File: src/sv/kvts_pkg.sv
package kvts_pkg;

  localparam int unsigned HI_W  = 56;
  localparam int unsigned LO_W  = 64;
  localparam int unsigned STR_W = HI_W + LO_W;
  localparam int unsigned STR_BYTES = STR_W / 8;

  typedef logic [STR_W-1:0] str_t;

  typedef enum logic [1:0] {
    ACT_SET  = 2'd0,
    ACT_GET  = 2'd1,
    ACT_LIST = 2'd2,
    ACT_NONE = 2'd3
  } action_e;

  typedef enum logic [2:0] {
    ST_STORED     = 3'd0,
    ST_FULL       = 3'd1,
    ST_FOUND      = 3'd2,
    ST_NOT_FOUND  = 3'd3,
    ST_LIST_ENTRY = 3'd4,
    ST_LIST_EMPTY = 3'd5
  } status_e;

  typedef enum logic [2:0] {
    S_IDLE,
    S_READ,
    S_CMP,
    S_MISS,
    S_EMIT
  } state_e;

  // Zero every byte from the first zero byte on.
  function automatic str_t kvts_canon(input str_t s);
    logic ended;
    str_t r;
    ended = 1'b0;
    r     = '0;
    for (int i = 0; i < STR_BYTES; i++) begin
      if (s[STR_W-1-8*i -: 8] == 8'h00) ended = 1'b1;
      if (!ended) r[STR_W-1-8*i -: 8] = s[STR_W-1-8*i -: 8];
    end
    return r;
  endfunction

endpackage

File: src/sv/key_value_table_store_core.sv
// Channel  Direction  Handshake                Payload
// in       input      in_valid_i / in_stall_o  action, key_high/low, value_high/low
// out      output     out_valid_o / out_stall_i status, out_key/out_value high/low, last
//
// One request at a time; the table is scanned entry by entry, a read and a
// compare state each, through a single registered read port of the key and
// value memories. Set and get stop at the match or pass a miss state; list
// emits each entry in turn, or one empty result on an empty table.
// Reset clears the state machine and the entry count; memories hold no reset.
// A stalled output holds the result and the scan and adds its stall cycles.
module key_value_table_store_core #(
  parameter int unsigned ENTRIES = 16
) (
  input  logic                     clk_i,
  input  logic                     rst_ni,
  input  logic                     in_valid_i,
  output logic                     in_stall_o,
  input  logic [1:0]               action_i,
  input  logic [kvts_pkg::HI_W-1:0] key_high_i,
  input  logic [kvts_pkg::LO_W-1:0] key_low_i,
  input  logic [kvts_pkg::HI_W-1:0] value_high_i,
  input  logic [kvts_pkg::LO_W-1:0] value_low_i,
  output logic                     out_valid_o,
  input  logic                     out_stall_i,
  output logic [2:0]               status_o,
  output logic [kvts_pkg::HI_W-1:0] out_key_high_o,
  output logic [kvts_pkg::LO_W-1:0] out_key_low_o,
  output logic [kvts_pkg::HI_W-1:0] out_value_high_o,
  output logic [kvts_pkg::LO_W-1:0] out_value_low_o,
  output logic                     last_o
);
  import kvts_pkg::*;

  localparam int unsigned IDX_W = (ENTRIES > 1) ? $clog2(ENTRIES) : 1;
  localparam int unsigned CNT_W = $clog2(ENTRIES + 1);

  state_e             state_q, state_d;
  action_e            act_q, act_d;
  str_t               key_q, key_d;
  str_t               val_q, val_d;
  logic [IDX_W-1:0]   idx_q, idx_d;
  logic [CNT_W-1:0]   count_q, count_d;
  status_e            status_q, status_d;
  str_t               okey_q, okey_d;
  str_t               oval_q, oval_d;
  logic               last_q, last_d;

  str_t               key_mem [ENTRIES];
  str_t               val_mem [ENTRIES];
  str_t               rd_key_q;
  str_t               rd_val_q;
  logic               key_we;
  logic               val_we;
  logic [IDX_W-1:0]   waddr;

  logic               in_acc;
  logic               out_acc;
  logic               match;
  logic               full;
  logic               at_end;
  logic [CNT_W-1:0]   idx_next;

  assign in_acc   = in_valid_i && !in_stall_o;
  assign out_acc  = out_valid_o && !out_stall_i;
  assign match    = (rd_key_q == key_q);
  assign full     = (count_q == CNT_W'(ENTRIES));
  assign idx_next = CNT_W'(idx_q) + CNT_W'(1);
  assign at_end   = (idx_next == count_q);

  always_comb begin
    state_d = state_q;
    unique case (state_q)
      S_IDLE: begin
        if (in_acc) begin
          unique case (action_e'(action_i))
            ACT_NONE: state_d = S_IDLE;
            ACT_LIST: state_d = (count_q == '0) ? S_EMIT : S_READ;
            ACT_SET,
            ACT_GET:  state_d = (count_q == '0) ? S_MISS : S_READ;
            default:  state_d = S_IDLE;
          endcase
        end
      end
      S_READ: state_d = S_CMP;
      S_CMP: begin
        priority if (act_q == ACT_LIST || match) state_d = S_EMIT;
        else if (at_end)                         state_d = S_MISS;
        else                                     state_d = S_READ;
      end
      S_MISS: state_d = S_EMIT;
      S_EMIT: begin
        if (out_acc) state_d = (act_q == ACT_LIST && !last_q) ? S_READ : S_IDLE;
      end
      default: state_d = S_IDLE;
    endcase
  end

  always_comb begin
    in_stall_o  = (state_q != S_IDLE);
    out_valid_o = (state_q == S_EMIT);
  end

  always_comb begin
    act_d    = act_q;
    key_d    = key_q;
    val_d    = val_q;
    idx_d    = idx_q;
    count_d  = count_q;
    status_d = status_q;
    okey_d   = okey_q;
    oval_d   = oval_q;
    last_d   = last_q;
    key_we   = 1'b0;
    val_we   = 1'b0;
    waddr    = idx_q;
    unique case (state_q)
      S_IDLE: begin
        if (in_acc) begin
          act_d    = action_e'(action_i);
          key_d    = kvts_canon({key_high_i, key_low_i});
          val_d    = kvts_canon({value_high_i, value_low_i});
          idx_d    = '0;
          status_d = ST_LIST_EMPTY;
          okey_d   = '0;
          oval_d   = '0;
          last_d   = 1'b1;
        end
      end
      S_CMP: begin
        okey_d = rd_key_q;
        oval_d = rd_val_q;
        last_d = 1'b1;
        priority if (act_q == ACT_LIST) begin
          status_d = ST_LIST_ENTRY;
          last_d   = at_end;
        end else if (match && act_q == ACT_GET) begin
          status_d = ST_FOUND;
        end else if (match) begin
          status_d = ST_STORED;
          oval_d   = val_q;
          val_we   = 1'b1;
        end else begin
          idx_d = idx_next[IDX_W-1:0];
        end
      end
      S_MISS: begin
        okey_d = key_q;
        oval_d = val_q;
        last_d = 1'b1;
        waddr  = count_q[IDX_W-1:0];
        priority if (act_q == ACT_GET) begin
          status_d = ST_NOT_FOUND;
          oval_d   = '0;
        end else if (full) begin
          status_d = ST_FULL;
        end else begin
          status_d = ST_STORED;
          key_we   = 1'b1;
          val_we   = 1'b1;
          count_d  = count_q + CNT_W'(1);
        end
      end
      S_EMIT: begin
        if (out_acc) idx_d = idx_next[IDX_W-1:0];
      end
      default: ;
    endcase
  end

  always_ff @(posedge clk_i or negedge rst_ni) begin
    if (!rst_ni) begin
      state_q <= S_IDLE;
      count_q <= '0;
    end else begin
      state_q <= state_d;
      count_q <= count_d;
    end
  end

  always_ff @(posedge clk_i) begin
    act_q    <= act_d;
    key_q    <= key_d;
    val_q    <= val_d;
    idx_q    <= idx_d;
    status_q <= status_d;
    okey_q   <= okey_d;
    oval_q   <= oval_d;
    last_q   <= last_d;
  end

  always_ff @(posedge clk_i) begin
    if (key_we) key_mem[waddr] <= key_q;
    if (val_we) val_mem[waddr] <= val_q;
    rd_key_q <= key_mem[idx_q];
    rd_val_q <= val_mem[idx_q];
  end

  assign status_o         = status_q;
  assign out_key_high_o   = okey_q[STR_W-1 -: HI_W];
  assign out_key_low_o    = okey_q[LO_W-1:0];
  assign out_value_high_o = oval_q[STR_W-1 -: HI_W];
  assign out_value_low_o  = oval_q[LO_W-1:0];
  assign last_o           = last_q;

endmodule

File: config.mk
export PLATFORM = sky130hd
export DESIGN_NAME = key_value_table_store_core
export DESIGN_NICKNAME = d
export VERILOG_FILES = /design/src/sv/kvts_pkg.sv /design/src/sv/key_value_table_store_core.sv
export SDC_FILE = /design/constraint.sdc
export NUM_CORES = 2
export LEC_CHECK = 0
export ABC_AREA = 1
export CORE_ASPECT_RATIO = 2
export CORE_UTILIZATION = 55
export DETAILED_ROUTE_END_ITERATION = 8
export DONT_BUFFER_PORTS = 1
export PLACE_DENSITY = 0.7
export SLEW_MARGIN = 10
export SYNTH_ARGS = -nofsm -noshare
export SYNTH_HDL_FRONTEND = slang
export SYNTH_SLANG_ARGS = --single-unit
File: constraint.sdc
create_clock -name clk_i -period 29.2 [get_ports clk_i]
set_input_delay 7.3 -clock clk_i [delete_from_list [all_inputs] [get_ports clk_i]]
set_output_delay 7.3 -clock clk_i [all_outputs]
set_load 0.05 [all_outputs]
==> PnR_summary.wiki <==
{| class="wikitable"
! Metric !! Value
|-
| Number of buffers inserted by port buffering || 0
|-
| Achievable Freq || 104 MHz
|-
| PnR Total Power || 0.0197 W
|-
| Start point of the worst min-delay path || rd_key_q[73]
|-
| Cell area after placement || 178000 um^2
|-
| Slowest stage delay, CP || 760 ps
|-
| Met3 layer usage reported by global route || 0.0465
|-
| Static leakage power || 63.1 nW
|-
| Leftover overflow at the end of global routing || 0
|-
| Most used cells in the layout excluding fill and tap cells || 4330 x sky130_fd_sc_hd__edfxtp_1, 1647 x sky130_fd_sc_hd__o21ai_0, 1594 x sky130_fd_sc_hd__nor2_1
|-
| Global-route wire length before repair || 710 mm
|-
| Required time of the worst setup path || 21900 ps
|-
| Area occupied by multi-input gates || 34200 um^2
|-
| Clock slew at the register clock pins of the worst setup and hold paths || 70 ps
|-
| TritonCTS clock tree || yes
|-
| Core Footprint || 315000 um^2
|-
| Maximum number of pins on one net before global-route repair || 219
|-
| Critical setup path kind || flop to primary output
|-
| Max-capacitance violation count || 0
|-
| Flip-flop and latch area || 135000 um^2
|-
| Family with the most delay on the worst path || simple AND/OR/NAND/NOR gates
|-
| Setup ws final || 19540 ps
|-
| Crit path buffers/inverters || 1
|-
| Class of the most critical hold timing path || flop to flop
|-
| Min-Delay Path Depth || 1
|-
| Layout cell share with drive strength beyond 1 || 0.0683
|-
| Gr busiest metal || met2
|-
| Terminating pin of the worst hold path || okey_q[73]
|-
| GR Util met2 || 0.521
|-
| Initial antenna violation count || 24
|-
| Num Clock Sinks || 4578
|-
| Final Hold Vio Count || 0
|-
| Commonest non-fill, non-tap cell in the layout || sky130_fd_sc_hd__edfxtp_1
|-
| Slew of the pin with the lowest slew margin || 1340 ps
|-
| Status || finished, final reports clean
|-
| Synth cell types || 34
|-
| Fillcell total || 23.0k
|-
| Post-route cell area || 191000 um^2
|-
| Area of the die || 319000 um^2
|-
| Critical-path cell list || nor2_1, inv_1, nor2_1
|-
| Reg-to-reg setup timing slack || 22160 ps
|-
| Global routing usage summed across all routing layers || 0.302
|-
| Reg-to-Reg Start || state_q[2]
|-
| Register bit total from synthesis || 4578
|-
| Standard-cell row count || 291
|-
| Routed Wire Length || 491 mm
|-
| Number of vias per cell || 6.54
|-
| Critical Path Sink Type || primary output
|-
| DP Worst Slack || 18660 ps
|-
| Most used cell along the critical path || sky130_fd_sc_hd__nor2_1
|-
| Synth-to-layout area growth || 9.91%
|-
| Total setup buffers inserted after CTS || 0
|-
| Clk Latency, worst-skew pair || 940 ps
|-
| Average wire per cell in the routed design || 28.9 um
|-
| First-pass DRT Iterations || 6
|-
| Slew HR || 0.103
|-
| DRC violation total after the first TritonRoute iteration || 14.5k
|-
| Critical Path Fanout Max || 5
|-
| Placer congestion estimate || 0.821
|-
| Syn avg cell area || 13.6 um^2
|-
| Synthesized instance count || 12.8k
|-
| Clock Tree Buf Depth || 4
|-
| Global routing usage on met1 || 0.370
|-
| Height of the die || 798 um
|-
| Post-Synthesis Cell Area || 174000 um^2
|-
| Cells resized by post-CTS repair || 0
|-
| Clock root buffer || sky130_fd_sc_hd__clkbuf_16
|-
| Final period utilization || 0.331
|-
| Routed via count || 111k
|-
| Sequential element share of the synthesized area || 0.775
|-
| Worst Clk Skew || 51.0 ps
|-
| Layout net count || 12.8k
|-
| Arrival time worst endpoint || 2360 ps
|-
| Crit Reg-Reg Endpoint || key_mem[9][35]
|-
| Number of buffers added to fix hold violations after cts || 0
|-
| RSZ-0062 raised after global routing || false
|-
| Count of pins over their slew limit || 0
|-
| Ports || 492
|-
| Count of H-tree levels built during CTS || 5
|-
| Number of remaining DRC errors || 0
|-
| Number of endpoints failing setup at the final stage || 0
|-
| VDD IR max || 0.230 mV
|-
| Slowest cell on the critical path || sky130_fd_sc_hd__nor2_1
|-
| Number of cells on the worst reg-to-reg path || 11
|-
| Crit path time final || 9660 ps
|-
| Power density relative to cell area || 103 nW/um^2
|-
| Die X || 400 um
|-
| TritonCTS buffer count || 382
|-
| Net count after synthesis || 13.0k
|-
| DRT antenna net count || 0
|-
| Post-DP HPWL || 250 mm
|-
| Count of yosys warnings during synthesis || 0
|-
| Number of global-route vias before repair || 111k
|-
| Setup Total Neg Slack || 0 ps
|-
| Critical path launch point type || flop
|-
| Starting density of the core || 0.554
|}
## kinds of logic after synthesis
logic type | after synthesis | synth area share
flip-flops | 4578 | 0.775
XOR/XNOR | 39 | 0.00196
AO/OA/AOI/OAI | 3866 | 0.126
buffers and inverters | 1407 | 0.0310
adder cells (fa/ha/maj) | 3 | 0.000215
AND/OR/NAND/NOR | 2904 | 0.0655
## where the power goes
| part | switching (W) | internal [W] | total (W) |
|---|---|---|---|
| Sequential | 0.00123 | 0.00821 | 0.00944 |
| Combinational | 0.00361 | 0.00128 | 0.00489 |
| Clock | 0.00236 | 0.00305 | 0.00541 |
| Total | 0.00719 | 0.0125 | 0.0197 |
## flip-flops by register name, indices dropped and copies added, names as in the netlist, 2 cells and up
register / cells
key_mem: 1920
val_mem: 1920
key_q: 120
okey_q: 120
oval_q: 120
rd_key_q: 120
rd_val_q: 120
val_q: 120
count_q: 5
idx_q: 4
state_q: 3
status_o: 3
act_q: 2
## worst max-delay path by stage
stage / start / end / slack, ps / cells past startpoint
after floorplan: in_valid_i / act_q[0] / 11060 / 2
after global placement: key_high_i[49] / key_q[24] / 18720 / 10
after detailed placement: key_high_i[49] / key_q[28] / 18660 / 10
after CTS: state_q[0] / out_valid_o / 19460 / 3
after global routing: state_q[0] / out_valid_o / 19460 / 3
final: state_q[0] / out_valid_o / 19540 / 3
## routing by layer
metal  vias up  routed length [um]
met4        22               24600
met1     55700              170000
met3      1396               49000
met5         -                 123
li1      47000                   -
met2      6934              247000
## metrics by stage
stage	utilization	cells	hold WS, ps
floorplan	-	12800	502
global placement	0.567	16300	531
detailed placement	0.567	16300	560
CTS	0.609	17000	582
global route	0.609	17000	604
finish	0.609	17000	590
## cells in the mapped netlist
master,count,area (um^2)
sky130_fd_sc_hd__nor2_2,3,18.8
sky130_fd_sc_hd__a31oi_1,3,18.8
sky130_fd_sc_hd__nand3_4,3,52.6
sky130_fd_sc_hd__xor2_1,33,289
sky130_fd_sc_hd__nor2_1,1613,6050
sky130_fd_sc_hd__a22o_1,33,289
sky130_fd_sc_hd__nor4_1,41,257
sky130_fd_sc_hd__o21ai_0,1648,8250
sky130_fd_sc_hd__nand4_1,57,357
sky130_fd_sc_hd__o221ai_1,480,4200
sky130_fd_sc_hd__a21oi_1,1005,5030
sky130_fd_sc_hd__o22ai_1,567,3550
sky130_fd_sc_hd__buf_1,39,146
sky130_fd_sc_hd__nand3_2,2,20.0
sky130_fd_sc_hd__inv_1,559,2100
sky130_fd_sc_hd__dfxtp_1,240,4800
sky130_fd_sc_hd__nand4_4,6,128
sky130_fd_sc_hd__edfxtp_1,4330,130000
sky130_fd_sc_hd__nor2_4,6,67.6
sky130_fd_sc_hd__buf_2,84,420
sky130_fd_sc_hd__o21ai_1,127,636
sky130_fd_sc_hd__clkinv_1,1,3.75
sky130_fd_sc_hd__ha_1,3,37.5
sky130_fd_sc_hd__clkbuf_1,719,2700
sky130_fd_sc_hd__o41ai_1,1,8.76
sky130_fd_sc_hd__nand3_1,15,75.1
sky130_fd_sc_hd__nand2_1,1128,4230
sky130_fd_sc_hd__inv_2,3,11.3
sky130_fd_sc_hd__nand2_2,2,12.5
sky130_fd_sc_hd__o211ai_1,2,15.0
sky130_fd_sc_hd__nor3_1,28,140
sky130_fd_sc_hd__dfrtp_1,8,200
sky130_fd_sc_hd__xnor2_1,6,52.6
sky130_fd_sc_hd__buf_4,2,15.0
## area by class of cell
| cell class | count | area share |
|---|---|---|
| antenna | 14 | 0.000183 |
| tap | 4102 | 0.0268 |
| clock buffer | 480 | 0.0542 |
| multi-input combinational | 6812 | 0.178 |
| inverter | 563 | 0.0113 |
| clock inverter | 228 | 0.0147 |
| timing repair buffer | 203 | 0.00933 |
| sequential | 4578 | 0.705 |
(Power assumes the default switching activity.)
